File: src/rtl/core/rfifo_pkg.sv
`timescale 1ns / 1ps
package rfifo_pkg;

	localparam int DEPTH_DEF      = 16;
	localparam int WORD_WIDTH_DEF = 32;
	localparam int CNT_W          = 32;

	typedef enum logic [1:0] {
		OP_PUSH  = 2'd0,
		OP_POP   = 2'd1,
		OP_QUERY = 2'd2
	} op_t;

	typedef enum logic [1:0] {
		STAT_OK    = 2'd0,
		STAT_FULL  = 2'd1,
		STAT_EMPTY = 2'd2
	} status_t;

	typedef enum logic [1:0] {
		S_IDLE,
		S_LOAD,
		S_RESP
	} state_t;

	typedef struct packed {
		logic take;
		logic push_ok;
		logic push_drop;
		logic pop_ok;
		logic pop_empty;
		logic load;
	} ctrl_cmd_t;

	typedef struct packed {
		logic full;
		logic empty;
	} dp_stat_t;

endpackage

File: src/rtl/core/rfifo_ram.sv
`timescale 1ns / 1ps
module rfifo_ram #(
	parameter int WIDTH = rfifo_pkg::WORD_WIDTH_DEF,
	parameter int DEPTH = rfifo_pkg::DEPTH_DEF
) (
	input  logic                     clk,
	input  logic                     we,
	input  logic [$clog2(DEPTH)-1:0] waddr,
	input  logic [WIDTH-1:0]         wdata,
	input  logic                     re,
	input  logic [$clog2(DEPTH)-1:0] raddr,
	output logic [WIDTH-1:0]         rdata
);

	logic [WIDTH-1:0] mem_q [DEPTH];

	always_ff @(posedge clk) begin
		if (we) begin
			mem_q[waddr] <= wdata;
		end
		if (re) begin
			rdata <= mem_q[raddr];
		end
	end

endmodule

File: src/rtl/core/rfifo_ctrl.sv
`timescale 1ns / 1ps
module rfifo_ctrl (
	input  logic                  clk,
	input  logic                  arst_n,
	input  logic                  s_tvalid,
	output logic                  s_tready,
	input  logic [1:0]            s_tuser,
	output logic                  m_tvalid,
	input  logic                  m_tready,
	input  rfifo_pkg::dp_stat_t   stat,
	output rfifo_pkg::ctrl_cmd_t  cmd
);
	import rfifo_pkg::*;

	state_t state_q;
	state_t state_d;
	logic   is_push;
	logic   is_pop;

	always_ff @(posedge clk or negedge arst_n) begin
		if (!arst_n) begin
			state_q <= S_IDLE;
		end else begin
			state_q <= state_d;
		end
	end

	// decode the request kind; unused code behaves as a query
	always_comb begin
		is_push = 1'b0;
		is_pop  = 1'b0;
		unique case (s_tuser)
			OP_PUSH: is_push = 1'b1;
			OP_POP:  is_pop  = 1'b1;
			default: ;
		endcase
	end

	always_comb begin
		state_d  = state_q;
		s_tready = 1'b0;
		m_tvalid = 1'b0;
		cmd      = '0;
		unique case (state_q)
			S_IDLE: begin
				s_tready = 1'b1;
				if (s_tvalid) begin
					cmd.take      = 1'b1;
					cmd.push_ok   = is_push && !stat.full;
					cmd.push_drop = is_push && stat.full;
					cmd.pop_ok    = is_pop && !stat.empty;
					cmd.pop_empty = is_pop && stat.empty;
					state_d       = S_LOAD;
				end
			end
			S_LOAD: begin
				cmd.load = 1'b1;
				state_d  = S_RESP;
			end
			S_RESP: begin
				m_tvalid = 1'b1;
				if (m_tready) begin
					state_d = S_IDLE;
				end
			end
			default: state_d = S_IDLE;
		endcase
	end

endmodule

File: src/rtl/core/rfifo_dp.sv
`timescale 1ns / 1ps
module rfifo_dp #(
	parameter int DEPTH      = rfifo_pkg::DEPTH_DEF,
	parameter int WORD_WIDTH = rfifo_pkg::WORD_WIDTH_DEF
) (
	input  logic                         clk,
	input  logic                         arst_n,
	input  rfifo_pkg::ctrl_cmd_t         cmd,
	output rfifo_pkg::dp_stat_t          stat,
	input  logic [WORD_WIDTH-1:0]        push_data,
	output logic [1:0]                   status,
	output logic [WORD_WIDTH-1:0]        pop_data,
	output logic [$clog2(DEPTH+1)-1:0]   occupancy,
	output logic [rfifo_pkg::CNT_W-1:0]  drop_count,
	output logic [rfifo_pkg::CNT_W-1:0]  push_count,
	output logic [$clog2(DEPTH+1)-1:0]   occ_peak
);
	import rfifo_pkg::*;

	localparam int ADDR_W = $clog2(DEPTH);
	localparam int PTR_W  = $clog2(2 * DEPTH);
	localparam int OCC_W  = $clog2(DEPTH + 1);
	localparam int SPAN   = 2 * DEPTH;

	logic [PTR_W-1:0]      wr_ptr_q;
	logic [PTR_W-1:0]      rd_ptr_q;
	logic [CNT_W-1:0]      drops_q;
	logic [CNT_W-1:0]      pushes_q;
	logic [OCC_W-1:0]      peak_q;
	status_t               status_q;
	logic                  popped_q;

	logic [PTR_W:0]        diff;
	logic [OCC_W-1:0]      fill;
	logic [OCC_W-1:0]      fill_inc;
	logic [PTR_W-1:0]      wr_ptr_nxt;
	logic [PTR_W-1:0]      rd_ptr_nxt;
	logic [ADDR_W-1:0]     wr_slot;
	logic [ADDR_W-1:0]     rd_slot;
	logic [WORD_WIDTH-1:0] ram_rdata;

	// pointers run modulo twice the depth so full and empty differ
	always_comb begin
		if (wr_ptr_q >= rd_ptr_q) begin
			diff = {1'b0, wr_ptr_q} - {1'b0, rd_ptr_q};
		end else begin
			diff = {1'b0, wr_ptr_q} + (PTR_W + 1)'(SPAN) - {1'b0, rd_ptr_q};
		end
		fill     = OCC_W'(diff);
		fill_inc = fill + OCC_W'(1);

		wr_ptr_nxt = (wr_ptr_q == PTR_W'(SPAN - 1)) ? '0 : wr_ptr_q + PTR_W'(1);
		rd_ptr_nxt = (rd_ptr_q == PTR_W'(SPAN - 1)) ? '0 : rd_ptr_q + PTR_W'(1);

		wr_slot = (wr_ptr_q >= PTR_W'(DEPTH)) ? ADDR_W'(wr_ptr_q - PTR_W'(DEPTH))
			: ADDR_W'(wr_ptr_q);
		rd_slot = (rd_ptr_q >= PTR_W'(DEPTH)) ? ADDR_W'(rd_ptr_q - PTR_W'(DEPTH))
			: ADDR_W'(rd_ptr_q);

		stat.full  = (fill == OCC_W'(DEPTH));
		stat.empty = (fill == '0);
	end

	rfifo_ram #(
		.WIDTH (WORD_WIDTH),
		.DEPTH (DEPTH)
	) u_ram (
		.clk   (clk),
		.we    (cmd.push_ok),
		.waddr (wr_slot),
		.wdata (push_data),
		.re    (cmd.pop_ok),
		.raddr (rd_slot),
		.rdata (ram_rdata)
	);

	always_ff @(posedge clk or negedge arst_n) begin
		if (!arst_n) begin
			wr_ptr_q <= '0;
			rd_ptr_q <= '0;
			drops_q  <= '0;
			pushes_q <= '0;
			peak_q   <= '0;
			status_q <= STAT_OK;
			popped_q <= 1'b0;
		end else begin
			if (cmd.push_ok) begin
				wr_ptr_q <= wr_ptr_nxt;
				pushes_q <= pushes_q + CNT_W'(1);
				if (fill_inc > peak_q) begin
					peak_q <= fill_inc;
				end
			end
			if (cmd.push_drop) begin
				drops_q <= drops_q + CNT_W'(1);
			end
			if (cmd.pop_ok) begin
				rd_ptr_q <= rd_ptr_nxt;
			end
			if (cmd.take) begin
				popped_q <= cmd.pop_ok;
				if (cmd.push_drop) begin
					status_q <= STAT_FULL;
				end else if (cmd.pop_empty) begin
					status_q <= STAT_EMPTY;
				end else begin
					status_q <= STAT_OK;
				end
			end
		end
	end

	// result register, loaded once the memory word has arrived
	always_ff @(posedge clk) begin
		if (cmd.load) begin
			status     <= status_q;
			pop_data   <= popped_q ? ram_rdata : '0;
			occupancy  <= fill;
			drop_count <= drops_q;
			push_count <= pushes_q;
			occ_peak   <= peak_q;
		end
	end

endmodule

File: src/rtl/core/ring_fifo_with_drop_and_watermark.sv
`timescale 1ns / 1ps
// ring fifo of message words with drop counter and high-water mark
//
// input channel s_*: one request per handshake; s_tuser holds the kind
// (push, pop, status query; the spare code acts as a query), s_tdata
// holds the word to store on a push
// output channel m_*: exactly one result per request, in request order;
// m_tuser holds the status (ok, full on push, empty on pop), m_tdata the
// popped word (zero unless a pop succeeded), occupancy, drop and push
// counters and the high-water mark, all as they stand after the request
//
// timing: a request is taken in the idle cycle, which also issues the read
// of the ring memory (registered read port); the next cycle loads the result
// register, and the result is offered in the response state; one request
// is in flight at a time; a stalled receiver holds the result in place and
// s_tready stays low until the result is taken
//
// reset clears pointers, counters and the high-water mark; the memory is
// not cleared, since a pop only reads slots written by earlier pushes
module ring_fifo_with_drop_and_watermark #(
	parameter int DEPTH      = rfifo_pkg::DEPTH_DEF,
	parameter int WORD_WIDTH = rfifo_pkg::WORD_WIDTH_DEF
) (
	input  logic                                  clk,
	input  logic                                  arst_n,
	input  logic                                  s_tvalid,
	output logic                                  s_tready,
	// push_data, zero padded to whole bytes
	input  logic [((WORD_WIDTH + 7) / 8) * 8 - 1:0] s_tdata,
	// op
	input  logic [1:0]                            s_tuser,
	output logic                                  m_tvalid,
	input  logic                                  m_tready,
	// pop_data, occupancy, drop_count, push_count, occ_peak, zero padded
	output logic [((WORD_WIDTH + 2 * $clog2(DEPTH + 1) + 2 * rfifo_pkg::CNT_W + 7) / 8) * 8 - 1:0]
		m_tdata,
	// status
	output logic [1:0]                            m_tuser
);
	import rfifo_pkg::*;

	localparam int OCC_W   = $clog2(DEPTH + 1);
	localparam int OUT_W   = ((WORD_WIDTH + 2 * OCC_W + 2 * CNT_W + 7) / 8) * 8;

	ctrl_cmd_t             cmd;
	dp_stat_t              stat;
	logic [WORD_WIDTH-1:0] pop_data;
	logic [OCC_W-1:0]      occupancy;
	logic [CNT_W-1:0]      drop_count;
	logic [CNT_W-1:0]      push_count;
	logic [OCC_W-1:0]      occ_peak;

	// request sequencing and handshakes
	rfifo_ctrl u_ctrl (
		.clk      (clk),
		.arst_n   (arst_n),
		.s_tvalid (s_tvalid),
		.s_tready (s_tready),
		.s_tuser  (s_tuser),
		.m_tvalid (m_tvalid),
		.m_tready (m_tready),
		.stat     (stat),
		.cmd      (cmd)
	);

	// pointers, counters, ring memory and result register
	rfifo_dp #(
		.DEPTH      (DEPTH),
		.WORD_WIDTH (WORD_WIDTH)
	) u_dp (
		.clk        (clk),
		.arst_n     (arst_n),
		.cmd        (cmd),
		.stat       (stat),
		.push_data  (s_tdata[WORD_WIDTH-1:0]),
		.status     (m_tuser),
		.pop_data   (pop_data),
		.occupancy  (occupancy),
		.drop_count (drop_count),
		.push_count (push_count),
		.occ_peak   (occ_peak)
	);

	// pack the result fields, first field in the lowest bits
	assign m_tdata = OUT_W'({occ_peak, push_count, drop_count, occupancy, pop_data});

endmodule

File: config.mk
export PLATFORM = sky130hd
export DESIGN_NAME = ring_fifo_with_drop_and_watermark
export DESIGN_NICKNAME = d
export VERILOG_FILES = /design/src/rtl/core/rfifo_pkg.sv /design/src/rtl/core/rfifo_ram.sv /design/src/rtl/core/rfifo_ctrl.sv /design/src/rtl/core/rfifo_dp.sv /design/src/rtl/core/ring_fifo_with_drop_and_watermark.sv
export SDC_FILE = /design/constraint.sdc
export NUM_CORES = 1
export LEC_CHECK = 0
export ABC_AREA = 1
export BUFFER_PORTS_ARGS = -buffer_cell sky130_fd_sc_hd__clkbuf_2
export CAP_MARGIN = 10
export CORE_ASPECT_RATIO = 0.6
export CORE_MARGIN = 2
export CORE_UTILIZATION = 41
export CTS_CLUSTER_SIZE = 10
export DETAILED_ROUTE_END_ITERATION = 10
export GPL_ROUTABILITY_DRIVEN = 0
export PLACE_DENSITY_LB_ADDON = 0.1
export SLEW_MARGIN = 10
export SYNTH_ARGS = -nofsm -noshare
export SYNTH_HDL_FRONTEND = slang
export SYNTH_HIERARCHICAL = 1
export SYNTH_SLANG_ARGS = --single-unit
File: constraint.sdc
create_clock -name clk -period 4.3 [get_ports clk]
set_input_delay 0 -clock clk [delete_from_list [all_inputs] [get_ports clk]]
set_output_delay 0 -clock clk [all_outputs]
set_load 0.03 [all_outputs]
Word-level counts from Yosys, hierarchy flattened

Memories as Yosys holds them, arrays and structs flattened. A register that Yosys moved wholly into a read port is not among the register bits.
Cells that the tools add are included.

Input port bits: 38
Memories: 1
RAM bits: 512
Word-level logic and storage cells: 67
Output and inout port bits: 116
Register bits after elaboration: 192

Memory list:

| memory           | depth | bits a word | read ports | clocked after memory_dff | write ports | RTL line        | source |
|---|---|---|---|---|---|---|---|
| u_dp.u_ram.mem_q | 16    | 32          | 1          | 1                        | 1           | rfifo_ram.sv:15 | `logic [WIDTH-1:0] mem_q [DEPTH];` |

$add $sub $neg: 10
Magnitude comparators: 4
Muxes and demuxes: 19
Reduce and logical (&&, ||, !) cells: 11
Eq/ne operators: 8

Operators by type and width:

| cell                    | count |
|---|---|
| $add A32 B1 Y32 const B | 2 |
| $mux W5                 | 5 |
| $add A5 B1 Y5 const B   | 4 |
| $eq A5 B5 Y1 const B    | 3 |
| $ge A5 B5 Y1 const B    | 2 |
| $sub A5 B5 Y5           | 2 |
| $mux W2                 | 4 |
| $mux W4                 | 2 |
| $sub A4 B1 Y4 const B   | 2 |
| $mux W1                 | 7 |
| $pmux W2 S3             | 1 |
| $ge A5 B5 Y1            | 1 |
| $gt A5 B5 Y1            | 1 |
| $logic_not A5 Y1        | 1 |
| $eq A2 B1 Y1 const B    | 2 |
| $logic_and A1 B1 Y1     | 4 |
| $logic_not A2 Y1        | 2 |
| $ne A2 B2 Y1 const B    | 2 |
| $reduce_and A2 Y1       | 2 |
| $eq A2 B2 Y1 const B    | 1 |
| $logic_not A1 Y1        | 2 |

Logic depth before layout (Yosys ltp)

Depth after elaboration: 10
Mapped depth: 21
Depth with buffers taken out: 21

Hierarchy

The synthesis kept the hierarchy.

By module, submodules not included:

| module                            | area each (µm²) | cells each | times used | seq. area each (µm²) |
|---|---|---|---|---|
| rfifo_ram                         | 23050.9         | 2120       | 1          | 16335.7 |
| rfifo_dp                          | 8306.7          | 800        | 1          | 5295.1 |
| rfifo_ctrl                        | 173.9           | 26         | 1          | 50.0 |
| ring_fifo_with_drop_and_watermark | 48.8            | 7          | 1          | 0.0 |

Worst setup path after synthesis

No wires, ideal clock.

Path kind: register to register
Start point: reg u_dp.wr_ptr_q[0]
End point: mem u_dp/u_ram/mem_q[12][0] (netlist name) (enable)
Setup slack: 0.418 ns
Cell stages (with the launch flop): 14
Clock period less this slack: 3.882 ns
Path buffers: 0
Setup time: 0.421 ns
Required time: 3.879 ns
Data arrival time: 3.461 ns
Path through: dfrtp_1 -> inv_1 -> ha_1 -> inv_1 -> fa_1 -> inv_1 -> ha_1 -> nand3_1 -> nor2_1 -> inv_1 -> nand2_1 -> nor2_2 -> nand3_1 -> nor2_1

RTL lines:

| element                | RTL line        | source |
|---|---|---|
| start, declared        | rfifo_dp.sv:25  | `logic [PTR_W-1:0] wr_ptr_q;` |
| start signal, assigned | rfifo_dp.sv:88  | `wr_ptr_q <= wr_ptr_nxt;` |
| end, declared          | rfifo_ram.sv:15 |  |

==> flow_summary.ini <==
[critical_path]
reg2reg_depth = 16
critPathTopFamily = simple AND/OR/NAND/NOR gates
cp_common_cell = inv_1
cp-start-kind = flip-flop
path_cells = inv_1 -> ha_1 -> inv_1 -> fa_1 -> inv_1 -> ha_1 -> nand3_1 -> nor2_1 -> inv_1 -> nand3_1 -> dlygate4sd3_1 -> nor2_4 -> nand2_1 -> nor3_1 -> xor2_1 -> a21oi_1
cp.required_ns = 4.79
worstPathArrival_ns = 4.25
worst-path-buf-inv = 5
worstSetupEndpointType = flip-flop
critPathKind = reg2reg
critPathMaxFanout = 14
r2r_end = u_dp/rd_ptr_q[3]$_DFFE_PN0P_
r2r_slack_ns = 0.54
crit_slowest_cell = dlygate4sd3_1
timing.rr.start = u_dp/wr_ptr_q[0]$_DFFE_PN0P_
cpPeakStageDelay_ns = 0.59
startpoint = u_dp/wr_ptr_q[0]$_DFFE_PN0P_

[final_layout]
area_delta_synth_final_pct = 14.8
final_common_cell = nand2_1
instances_no_fill = 4194
layout-drive-gt1-share = 0.108
utilization = 0.478
design_area_um2 = 36300
layout.nets = 3210
final_cell_mix = 916 x nand2_1, 652 x edfxtp_1, 509 x inv_1, 422 x nand3_1, 146 x clkbuf_2

[logic_synthesis]
yosys.area.top_type = edfxtp_1
synth_area_leaders = edfxtp_1 62%, nand2_1 11%, nand3_1 6.7%, dfrtp_1 6.7%, inv_1 6.1%
ys_types = 39
ys_seq_area_frac = 0.687
synth_xor_area_frac = 0.0119
synth_top_family_by_area = simple AND/OR/NAND/NOR gates
synth_fa_ha_area_frac = 0.00777
synthSimpleGateAreaFrac = 0.204
ys_warn_count = 6
synth.avg_cell_area_um2 = 10.7
synth_compound_area_frac = 0.00321
synth_top_area_share = 0.620
ys_seq_elements = 736
synth_cells = 2953
yosys-mux-area-fraction = 0
syn_area_um2 = 31600

[pwr]
internal_power_mw = 13.9
ir_drop_v = 0.000422
p_leak_nw = 15.6
p_total_mw = 21.7
pwr-share-comb = 0.306
pwr-share-seq = 0.402
p_per_area_nw_per_um2 = 599
power_switching_share = 0.359
p_sw_mw = 7.80
power_frac_clock = 0.293

[sta]
slew_viol_final = 0
holdWs_ns = 0.167
timing.final.ws_setup_ns = 0.540
relSlewSlack = 0.329
fin_setup_tns_ns = 0
max_freq_mhz = 266
setup_viol = 0
tightest_slew_ns = 1.01
fin_crit_ns = 3.76
rsz0062_at_grt = no
timing.final.crit_share = 0.875
finalClockSkew_ns = 0.0222
timing.final.hold_violations = 0

[drt]
avgRoutedWirePerCell_um = 18.4
vias_per_cell = 4.86
drt_iter0_drc = 1566
drc = 0
first_pass_iters = 5
drt_wl_total_um = 77300
vias = 20364
ant_nets = 0

[clock_network]
cts_inserted_buffers = 84
tritoncts = done
clock-sinks = 736
post_cts.repair.setup_buffers = 0
clk_latency_ns = 0.64
cts_resized = 0
h-tree-depth = 3
ctsLongestPathBuffers = 3
hold_buffers = 40
path_clk_slew_ns = 0.06
clock-root-buffer = clkbuf_16

[flow_run]
maxCapViolCount = 0

[min_path]
hold_end = u_ctrl/state_q[1]$_DFFE_PN0P_
hold_path_depth = 5
min_path_type = in2reg
holdCritStartpoint = m_tready

[placement]
placed_area_um2 = 33500
dp_hpwl_um = 46000
dp.cells = 4027
port-buffer-count = 147
pre_cts_ws_ns = 0.646

[die]
ioPinCount = 154
fp.dieH_um = 219
start_util = 0.416
fp.dieArea_um2 = 79300
core_area_um2 = 75900
rows = 78
die_w_um = 362

[global_routing]
grt_pass1_wl_um = 119000
antenna_found_initial = 1
grt_max_degree = 175
grt_overflow = 0
grt_pass1_vias = 19669
track_usage = 0.197

[outcome]
status = finished, final reports clean
[power groups by stage]
| stage | Sequential, mW | Combinational (mW) | Clock [mW] |
|---|---|---|---|
| floorplan | 9.24 | 4.29 | 0 |
| global route | 8.77 | 7.37 | 6.84 |
| detailed placement | 8.88 | 6.61 | 0 |
| finish | 8.72 | 6.64 | 6.35 |
| global placement | 8.86 | 6.56 | 0 |
| CTS | 8.73 | 6.68 | 6.54 |
[cell usage after synthesis]
library cell	number
buf_6	30
inv_4	1
buf_4	15
a31oi_1	1
nand2_2	8
clkbuf_1	19
nand2_4	1
nand3b_1	10
inv_1	511
nand3_4	2
nor2_2	9
inv_2	2
o22ai_1	1
ha_1	18
o21ai_0	7
nor4_1	1
a21oi_1	7
a22o_1	1
buf_12	1
dfrtp_1	84
fa_1	1
nor2_1	89
buf_2	42
o21ai_1	2
xnor2_1	16
nor2_4	9
nand3_2	2
xor2_1	27
nand4_4	1
nor3_1	15
or2_2	1
nand4_1	12
nand3_1	422
conb_1	1
nand2_1	916
nand4_2	1
and2_1	1
edfxtp_1	652
buf_1	14
[state kept, by name, indices dropped and copies added, names as in the netlist]
register / flops
u_dp/u_ram/rdata: 32
u_dp/drops_q: 32
u_dp/popped_q: 1
u_dp/occupancy: 5
u_dp/pushes_q: 32
u_dp/push_count: 32
u_dp/occ_peak: 5
u_dp/status: 2
u_dp/peak_q: 5
u_dp/drop_count: 32
u_dp/u_ram/mem_q: 512
u_dp/rd_ptr_q: 5
u_ctrl/state_q: 2
u_dp/pop_data: 32
u_dp/wr_ptr_q: 5
u_dp/status_q: 2
[worst min-delay path: stages]
cell	delay, ns
dlygate4sd3_1	0.53
clkbuf_2	0.10
inv_1	0.03
nand2_1	0.06
nand2_1	0.04
[cells by family after synthesis]
family                     count (synthesis)
and+or+nand+nor                         1500
xor gates and xnor gates                  43
DFF                                      736
adders and majority gates                 19
buffers and inverters                    635
AOI/OAI and AO/OA                         19
other                                      1
[layout make-up]
cell class / instances / area (um^2)
sequential: 736 / 21700
antenna: 1 / 2.50
tap: 1000 / 1250
timing repair buffer: 230 / 1740
clock inverter: 8 / 66.3
fill: 6948 / 39700
multi-input combinational: 1587 / 7310
inverter: 514 / 1940
clock buffer: 118 / 2260
[worst max-delay path by stage]
stage | cells after the start | slack, ns | end
2_1_floorplan | 13 | 0.42 | u_dp/u_ram/mem_q[12][0]$_DFFE_PP_
3_3_place_gp | 14 | 0.65 | u_dp/u_ram/mem_q[7][21]$_DFFE_PP_
3_5_place_dp | 14 | 0.65 | u_dp/u_ram/mem_q[7][20]$_DFFE_PP_
4_1_cts | 16 | 0.59 | u_dp/rd_ptr_q[3]$_DFFE_PN0P_
5_1_grt | 16 | 0.26 | u_dp/rd_ptr_q[3]$_DFFE_PN0P_
6_report | 16 | 0.54 | u_dp/rd_ptr_q[3]$_DFFE_PN0P_
[routing by layer]
metal | track usage | vias up | wire, um
li1 | - | 9921 | -
met1 | 0.305 | 9839 | 39300
met2 | 0.290 | 498 | 32800
met3 | 0.0294 | 106 | 3610
met4 | 0.0526 | 0 | 1610
met5 | 0 | - | 0
Note: power is estimated with default switching activity, not from simulation.
